## config.mk

```make
export PLATFORM = sky130hd
export DESIGN_NAME = rgb_tone_curve_pixel_map
export DESIGN_NICKNAME = d
export VERILOG_FILES = /design/src/rtl/core/rtc_pkg.sv /design/src/rtl/core/rtc_curve.sv /design/src/rtl/core/rgb_tone_curve_pixel_map.sv
export SDC_FILE = /design/constraint.sdc
export NUM_CORES = 2
export LEC_CHECK = 0
export ABC_AREA = 1
export BUFFER_PORTS_ARGS = -buffer_cell sky130_fd_sc_hd__buf_4
export CAP_MARGIN = 0
export CORE_UTILIZATION = 30
export DETAILED_ROUTE_END_ITERATION = 10
export GPL_TIMING_DRIVEN = 0
export HOLD_SLACK_MARGIN = 0.1
export SYNTH_ARGS = -nofsm -noshare
export SYNTH_HDL_FRONTEND = slang
export SYNTH_SLANG_ARGS = --single-unit
```

## constraint.sdc

```tcl
create_clock -name clk -period 81.8 [get_ports clk]
set_clock_uncertainty 0.15 [all_clocks]
set_input_delay 16.36 -clock clk [delete_from_list [all_inputs] [get_ports clk]]
set_output_delay 16.36 -clock clk [all_outputs]
set_load 0.02 [all_outputs]
```

## src/rtl/core/rtc_pkg.sv

```systemverilog
`timescale 1ns / 1ps

package rtc_pkg;

  // Pixel component and curve word widths
  localparam int PIX_W     = 8;
  localparam int CURVE_W   = 32;
  localparam int PROD_W    = 2 * PIX_W;
  localparam int DIV_STEPS = PIX_W;
  localparam int CFG_ADDR_W = 3;

  // Configuration register indexes
  localparam logic [CFG_ADDR_W-1:0] REG_RED_CURVE    = 3'd0;
  localparam logic [CFG_ADDR_W-1:0] REG_GREEN_CURVE  = 3'd1;
  localparam logic [CFG_ADDR_W-1:0] REG_BLUE_CURVE   = 3'd2;
  localparam logic [CFG_ADDR_W-1:0] REG_MASTER_CURVE = 3'd3;
  localparam logic [CFG_ADDR_W-1:0] REG_BYPASS       = 3'd4;

  // Curve (0,255)-(255,0): maps every x to itself
  localparam logic [CURVE_W-1:0] IDENT_CURVE = 32'h00FF_FF00;

  // Which branch of the curve rule an item takes
  typedef enum logic [1:0] {
    SEL_END    = 2'b00,
    SEL_START  = 2'b01,
    SEL_INTERP = 2'b10
  } rtc_sel_t;

  // Valid bit and side payload that ride along a curve pipeline
  typedef struct packed {
    logic             vld;
    logic [PIX_W-1:0] side;
  } rtc_tag_t;

endpackage

```

## src/rtl/core/rtc_curve.sv

```systemverilog
`timescale 1ns / 1ps

// One two-point tone curve, 11 register stages:
// classify, multiply, eight restoring divide steps, final add.
module rtc_curve (
  input  logic                          clk,
  input  logic                          rst_n,
  input  logic                          en,
  input  logic [rtc_pkg::CURVE_W-1:0]   curve,
  input  rtc_pkg::rtc_tag_t             in_tag,
  input  logic [rtc_pkg::PIX_W-1:0]     in_x,
  output rtc_pkg::rtc_tag_t             out_tag,
  output logic [rtc_pkg::PIX_W-1:0]     out_y
);
  import rtc_pkg::*;

  // Curve points; the user must keep them stable while items are in flight (not enforced here)
  logic [PIX_W-1:0] sx, sy, ex, ey;
  logic [PIX_W-1:0] dvsr, mag, base_y, alt_y;
  logic             neg;

  assign sx     = curve[PIX_W-1:0];
  assign sy     = curve[2*PIX_W-1:PIX_W];
  assign ex     = curve[3*PIX_W-1:2*PIX_W];
  assign ey     = curve[4*PIX_W-1:3*PIX_W];
  assign dvsr   = ex - sx;
  assign neg    = (sy < ey);
  assign mag    = neg ? (ey - sy) : (sy - ey);
  assign base_y = ~sy;
  assign alt_y  = ~ey;

  // Stage A: pick the branch, offset from start x
  rtc_tag_t         a_tag_r;
  rtc_sel_t         a_sel_r, a_sel_nxt;
  logic [PIX_W-1:0] a_n_r;

  always_comb begin
    if (in_x >= ex) begin
      a_sel_nxt = SEL_END;
    end else if (in_x < sx) begin
      a_sel_nxt = SEL_START;
    end else begin
      a_sel_nxt = SEL_INTERP;
    end
  end

  always_ff @(posedge clk) begin
    if (!rst_n) begin
      a_tag_r <= '0;
    end else if (en) begin
      a_tag_r <= in_tag;
    end
  end

  always_ff @(posedge clk) begin
    if (en) begin
      a_sel_r <= a_sel_nxt;
      a_n_r   <= in_x - sx;
    end
  end

  // Stage B and divide steps share one set of arrays; index 0 holds the product
  rtc_tag_t          dv_tag_r [0:DIV_STEPS];
  rtc_sel_t          dv_sel_r [0:DIV_STEPS];
  logic [PROD_W-1:0] dv_rem_r [0:DIV_STEPS];
  logic [PIX_W-1:0]  dv_q_r   [0:DIV_STEPS];

  always_ff @(posedge clk) begin
    if (!rst_n) begin
      dv_tag_r[0] <= '0;
    end else if (en) begin
      dv_tag_r[0] <= a_tag_r;
    end
  end

  always_ff @(posedge clk) begin
    if (en) begin
      dv_sel_r[0] <= a_sel_r;
      dv_rem_r[0] <= {{PIX_W{1'b0}}, a_n_r} * {{PIX_W{1'b0}}, mag};
      dv_q_r[0]   <= '0;
    end
  end

  // Restoring divide: for interpolated items the quotient does not exceed mag, so it fits in PIX_W bits
  for (genvar k = 0; k < DIV_STEPS; k++) begin : g_div
    localparam int QB = DIV_STEPS - 1 - k;
    logic [PROD_W-1:0] dsh;
    logic              ge;
    logic [PROD_W-1:0] rem_nxt;
    logic [PIX_W-1:0]  q_nxt;

    assign dsh = {{PIX_W{1'b0}}, dvsr} << QB;
    assign ge  = (dv_rem_r[k] >= dsh);

    always_comb begin
      rem_nxt   = ge ? (dv_rem_r[k] - dsh) : dv_rem_r[k];
      q_nxt     = dv_q_r[k];
      q_nxt[QB] = ge;
    end

    always_ff @(posedge clk) begin
      if (!rst_n) begin
        dv_tag_r[k+1] <= '0;
      end else if (en) begin
        dv_tag_r[k+1] <= dv_tag_r[k];
      end
    end

    always_ff @(posedge clk) begin
      if (en) begin
        dv_sel_r[k+1] <= dv_sel_r[k];
        dv_rem_r[k+1] <= rem_nxt;
        dv_q_r[k+1]   <= q_nxt;
      end
    end
  end

  // Final stage: select branch, apply signed slope term
  rtc_tag_t         y_tag_r;
  logic [PIX_W-1:0] y_r, y_nxt;
  logic [PIX_W-1:0] q_fin;

  assign q_fin = dv_q_r[DIV_STEPS];

  always_comb begin
    case (dv_sel_r[DIV_STEPS])
      SEL_END:    y_nxt = alt_y;
      SEL_START:  y_nxt = base_y;
      SEL_INTERP: y_nxt = neg ? (base_y - q_fin) : (base_y + q_fin);
      default:    y_nxt = alt_y;
    endcase
  end

  always_ff @(posedge clk) begin
    if (!rst_n) begin
      y_tag_r <= '0;
    end else if (en) begin
      y_tag_r <= dv_tag_r[DIV_STEPS];
    end
  end

  always_ff @(posedge clk) begin
    if (en) begin
      y_r <= y_nxt;
    end
  end

  assign out_tag = y_tag_r;
  assign out_y   = y_r;

`ifndef ASSERT_OFF
  // Interpolated quotient never exceeds the y span
  a_quot_bound: assert property (@(posedge clk) disable iff (!rst_n)
    (dv_tag_r[DIV_STEPS].vld && (dv_sel_r[DIV_STEPS] == SEL_INTERP)) |-> (q_fin <= mag))
    else $error("rtc_curve: quotient above y span");

  // Output lies between the two end levels
  a_out_range: assert property (@(posedge clk) disable iff (!rst_n)
    y_tag_r.vld |-> ((y_r >= base_y && y_r <= alt_y) || (y_r >= alt_y && y_r <= base_y)))
    else $error("rtc_curve: output outside curve range");
`endif

endmodule

```

## src/rtl/core/rgb_tone_curve_pixel_map.sv

```systemverilog
`timescale 1ns / 1ps

// RGBA tone curve pixel map.
// Input stream in_*: one RGBA pixel per transfer, tdata = {alpha, blue, green, red}.
// Output stream out_*: the mapped pixel in the same packing. Red, green and blue
// each pass their own two-point curve and then the master curve; alpha is copied.
// Configuration: cfg_we/cfg_addr/cfg_wdata write registers 0..4 (red, green,
// blue, master curve, bypass); write them only while the block is empty.
// Bypass swaps every curve for the identity curve.
// Pipeline: two curves in series, 11 register stages each: classify, multiply,
// eight restoring divide steps, final add.
// Throughput: one pixel per cycle when not stalled; the eight-step divider is fully pipelined.
// Stall: the whole pipeline holds while out_tvalid is high and out_tready low;
// in_tready is low only then, and bubbles in flight move forward otherwise.
// Reset (rst_n low, synchronous): all valid bits clear, curves return to the
// identity curve and bypass clears.
module rgb_tone_curve_pixel_map (
  input  logic                              clk,
  input  logic                              rst_n,
  // Input stream
  input  logic                              in_tvalid,
  output logic                              in_tready,
  input  logic [31:0]                       in_tdata,  // red_in, green_in, blue_in, alpha_in
  // Output stream
  output logic                              out_tvalid,
  input  logic                              out_tready,
  output logic [31:0]                       out_tdata, // red_out, green_out, blue_out, alpha_out
  // Configuration writes
  input  logic                              cfg_we,
  input  logic [rtc_pkg::CFG_ADDR_W-1:0]    cfg_addr,
  input  logic [rtc_pkg::CURVE_W-1:0]       cfg_wdata
);
  import rtc_pkg::*;

  // Configuration registers
  logic [CURVE_W-1:0] red_curve_r, green_curve_r, blue_curve_r, master_curve_r;
  logic               bypass_r;

  always_ff @(posedge clk) begin
    if (!rst_n) begin
      red_curve_r    <= IDENT_CURVE;
      green_curve_r  <= IDENT_CURVE;
      blue_curve_r   <= IDENT_CURVE;
      master_curve_r <= IDENT_CURVE;
      bypass_r       <= 1'b0;
    end else if (cfg_we) begin
      case (cfg_addr)
        REG_RED_CURVE:    red_curve_r    <= cfg_wdata;
        REG_GREEN_CURVE:  green_curve_r  <= cfg_wdata;
        REG_BLUE_CURVE:   blue_curve_r   <= cfg_wdata;
        REG_MASTER_CURVE: master_curve_r <= cfg_wdata;
        REG_BYPASS:       bypass_r       <= cfg_wdata[0];
        default:          ;
      endcase
    end
  end

  // Bypass runs every curve as identity
  logic [CURVE_W-1:0] red_eff, green_eff, blue_eff, master_eff;

  assign red_eff    = bypass_r ? IDENT_CURVE : red_curve_r;
  assign green_eff  = bypass_r ? IDENT_CURVE : green_curve_r;
  assign blue_eff   = bypass_r ? IDENT_CURVE : blue_curve_r;
  assign master_eff = bypass_r ? IDENT_CURVE : master_curve_r;

  // Global advance: move when the output register is free or being taken
  logic en;
  assign en        = !out_tvalid || out_tready;
  assign in_tready = en;

  // Input unpacking; alpha rides as side payload of the red lane
  rtc_tag_t tag_in_a, tag_in_z;
  assign tag_in_a = '{vld: in_tvalid, side: in_tdata[4*PIX_W-1:3*PIX_W]};
  assign tag_in_z = '{vld: in_tvalid, side: '0};

  rtc_tag_t         r_tag, g_tag, b_tag, rm_tag, gm_tag, bm_tag;
  logic [PIX_W-1:0] r_y, g_y, b_y, rm_y, gm_y, bm_y;

  // Channel curves
  rtc_curve u_red (
    .clk(clk), .rst_n(rst_n), .en(en), .curve(red_eff),
    .in_tag(tag_in_a), .in_x(in_tdata[PIX_W-1:0]), .out_tag(r_tag), .out_y(r_y)
  );
  rtc_curve u_green (
    .clk(clk), .rst_n(rst_n), .en(en), .curve(green_eff),
    .in_tag(tag_in_z), .in_x(in_tdata[2*PIX_W-1:PIX_W]), .out_tag(g_tag), .out_y(g_y)
  );
  rtc_curve u_blue (
    .clk(clk), .rst_n(rst_n), .en(en), .curve(blue_eff),
    .in_tag(tag_in_z), .in_x(in_tdata[3*PIX_W-1:2*PIX_W]), .out_tag(b_tag), .out_y(b_y)
  );

  // Master curve on each channel
  rtc_curve u_red_m (
    .clk(clk), .rst_n(rst_n), .en(en), .curve(master_eff),
    .in_tag(r_tag), .in_x(r_y), .out_tag(rm_tag), .out_y(rm_y)
  );
  rtc_curve u_green_m (
    .clk(clk), .rst_n(rst_n), .en(en), .curve(master_eff),
    .in_tag(g_tag), .in_x(g_y), .out_tag(gm_tag), .out_y(gm_y)
  );
  rtc_curve u_blue_m (
    .clk(clk), .rst_n(rst_n), .en(en), .curve(master_eff),
    .in_tag(b_tag), .in_x(b_y), .out_tag(bm_tag), .out_y(bm_y)
  );

  // Output packing; last master stage is the output register
  assign out_tvalid = rm_tag.vld;
  assign out_tdata  = {rm_tag.side, bm_y, gm_y, rm_y};

`ifndef ASSERT_OFF
  // The three lanes stay in lockstep
  a_lane_sync: assert property (@(posedge clk) disable iff (!rst_n)
    (rm_tag.vld == gm_tag.vld) && (rm_tag.vld == bm_tag.vld)
    && (r_tag.vld == g_tag.vld) && (r_tag.vld == b_tag.vld))
    else $error("rgb_tone_curve_pixel_map: lane valid bits diverge");

  // Reset empties the pipeline
  a_reset_empty: assert property (@(posedge clk)
    !rst_n |=> !out_tvalid)
    else $error("rgb_tone_curve_pixel_map: output valid after reset");
`endif

endmodule

```

==> qor.yml <==
status: "finished clean"
rows: 203
ys_seq_area_share_pct: 47.6
cts_tree: "done"
layout.cells.non_filler: 14080
period_minus_slack_ps: 34480
placed_area_mm2: 0.0997
worstHoldStart: "u_blue_m.dv_sel_r[4][1]"
synth_area_mm2: 0.0928
grt_pass1_wl_um: 334000
required_ps: 65290
antenna_found_initial: 35
finalCritPeriodShare_pct: 42.2
drtPass1Iterations: 6
rsz0062_at_grt: "false"
path_cells: "buf_4, nor2_1, inv_2, clkbuf_4, buf_4"
grt_usage_pct: 13.3
synthFlopType: "edfxtp_1"
ios: 106
synth_warnings: 0
reg2reg_depth: 38
finalMaxSlewViolations: 0
ctsResizeCount: 0
die_height_um: 558
ys_types: 73
htreeDepth: 4
fmaxAchievable_ghz: 0.0290
overflow: 0
avgSynthCellArea_um2: 9.74
cts_root_buf: "clkbuf_16"
clockBufferDepth: 4
cts.sinks: 1527
ant_nets: 0
holdCritPathClass: "reg2reg"
port_buffers: 105
grt_max_degree: 73
drv_cap: 0
final_area_mm2: 0.105
crit_path_start: "out_tready"
crit_type: "in2out"
cts_setup_buffers: 0
path_common_cell: "buf_4"
gp_congestion: 0.879
crit_fanout: 35
area_growth_pct: 13.5
postCtsHoldBufs: 0
maxSlewHeadroom_pct: 2.27
synth_seq_cells: 1527
dieArea_mm2: 0.312
start_util_pct: 30.3
synth_edf_count: 1362
synthCells: 9529
wire_per_inst_um: 14.8
placedCellCount: 13768
first_global_vias: 62660
dr.first_iter.drc_count: 4329
syn_nets: 10685
drive_gt1_share_pct: 5.90
hold_violations: 0
vias: 64778
dieWidth_um: 558
reg2reg_slack_ps: 71490
whs_path_depth: 0
drt-total-wl_um: 209000
finalNetCount: 10997
clk_latency_ps: 840
r2r_start: "bypass_r"
dp_hpwl_um: 159000
end_kind: "output port"
post-route-util_pct: 34.3
setup_viol_count_final: 0
viasPerCell: 4.60
drc: 0
path_clk_slew_ps: 60
tightest_slew_ps: 1460
rr_endpoint: "u_green_m.dv_rem_r[0][15]"
cts_inserted_buffers: 171
core_area_mm2: 0.307
hold_path_end: "u_blue_m.dv_sel_r[5][1]"
start_kind: "primary input"
postSynth.asyncResetShare_pct: 0
crit_slowest_cell: "nor2_1"
slowest_delay_ps: 570
final.setup.tns_ps: 0
cp.arrival_ps: 17970
[cells in the final DEF (no fill, tap or decap), types with 16 or more instances in the layout]
cell / instances
a21boi_0: 26
or2_2: 29
buf_16: 22
bufinv_16: 17
o21ai_0: 489
nand2_2: 18
ha_1: 810
xnor2_1: 213
a21o_1: 32
o211ai_1: 28
dfxtp_1: 165
nor2_1: 1141
clkinv_1: 36
nor4_1: 71
a21oi_1: 670
nand3_1: 384
and2_1: 17
a31oi_1: 25
nor3_1: 83
inv_1: 1438
mux2_2: 22
a22oi_1: 31
nand4_1: 52
nand3b_1: 21
clkinv_2: 21
a211oi_1: 16
clkbuf_1: 129
fa_1: 273
buf_4: 110
xor2_1: 290
o21a_1: 34
o21bai_1: 35
buf_2: 21
clkbuf_16: 173
edfxtp_1: 1362
nor2_2: 20
nand2_1: 1387
[cells by family (layout without fill, tap and decap cells)]
logic type / Yosys count / in the layout / synth area share [%]
buffers and inverters: 1619 / 2064 / 6.66
other: 0 / 6 / 0
xor gates and xnor gates: 523 / 523 / 4.99
muxes: 25 / 25 / 0.303
DFF: 1527 / 1527 / 47.6
and+or+nand+nor: 3267 / 3267 / 14.7
adders and majority gates: 1084 / 1084 / 16.8
AOI/OAI and AO/OA: 1484 / 1484 / 8.90
[metrics by stage]
step | setup WS (ps) | hold slack [ps]
after floorplan | 16110 | 250
after global placement | -374 | 250
after detailed placement | 47260 | 255
after CTS | 47260 | 246
after global routing | 47150 | 255
final | 47320 | 238
[worst max-delay path: cells and delay by family]
family | cells | cell delay [ps]
buffers and inverters | 4 | 1040
and+or+nand+nor | 1 | 570
[worst max path at each step]
stage	endpoint	depth (start not counted)	slack [ps]
after detailed placement	in_tready	5	47260
after global placement	in_tready	5	-370
after global routing	in_tready	5	47150
final	in_tready	5	47320
after CTS	in_tready	5	47260
after floorplan	in_tready	3	16110
[synthesized netlist by cell type (all sizes together), types with 2 or more instances]
cell type,number,area [um^2]
nor3,86,445
fa,274,5490
nor4,71,444
nand2,1410,5380
a2111oi,3,26.3
or2,34,213
dfxtp,165,3300
buf,48,282
and2,17,106
clkinv,4,15.0
a21oi,673,3380
or3b,2,17.5
nand4,52,325
o211ai,29,231
o21bai,35,263
o21ai,502,2520
a21o,32,240
a21boi,26,195
mux2,22,248
o21a,34,255
nand3b,21,158
a211o,6,52.6
a221oi,5,43.8
ha,810,10100
o2111ai,13,114
or4,9,67.6
a22oi,31,233
o221ai,7,61.3
clkbuf,114,428
nor2,1167,4480
xnor2,219,1920
edfxtp,1362,40900
and3,2,12.5
inv,1453,5460
o31ai,16,125
o41ai,2,17.5
nor3b,5,37.5
a31oi,25,156
o311ai,9,78.8
a211oi,16,120
o22ai,13,87.6
mux2i,3,33.8
a311oi,2,17.5
xor2,304,2710
nand3,391,1990
[state kept, by name, indices dropped and copies added (netlist names), 32 cells and up]
signal	count
u_blue.dv_q_r	36
u_red_m.dv_q_r	36
red_curve_r	32
u_green_m.dv_rem_r	128
u_green.dv_q_r	36
u_red.dv_q_r	36
green_curve_r	32
blue_curve_r	32
u_red_m.dv_tag_r	81
u_green_m.dv_q_r	36
u_blue_m.dv_q_r	36
u_red.dv_tag_r	81
u_red_m.dv_rem_r	128
u_red.dv_rem_r	128
u_blue_m.dv_rem_r	128
master_curve_r	32
u_blue.dv_rem_r	128
u_green.dv_rem_r	128
[routing by layer]
metal / GRT usage [%] / vias to the layer above / wire [um]
met2: 21.7 / 1309 / 93500
met1: 18.0 / 30367 / 97300
met5: 0 / - / 190
li1: - / 32714 / -
met4: 4.04 / 28 / 6490
met3: 2.26 / 360 / 11600
[area by class of cell]
type	count	area, um^2
timing repair buffer	139	1600
inverter	1457	5470
antenna	6	15.0
tap	4100	5130
fill	31001	201000
buffer	162	717
clock inverter	107	1070
multi-input combinational	6383	42600
clock buffer	199	4510
sequential	1527	44200
Power is left out: the tool's default activity adds up to more than one toggle a clock period on the data nets, which glitch-free logic cannot reach.
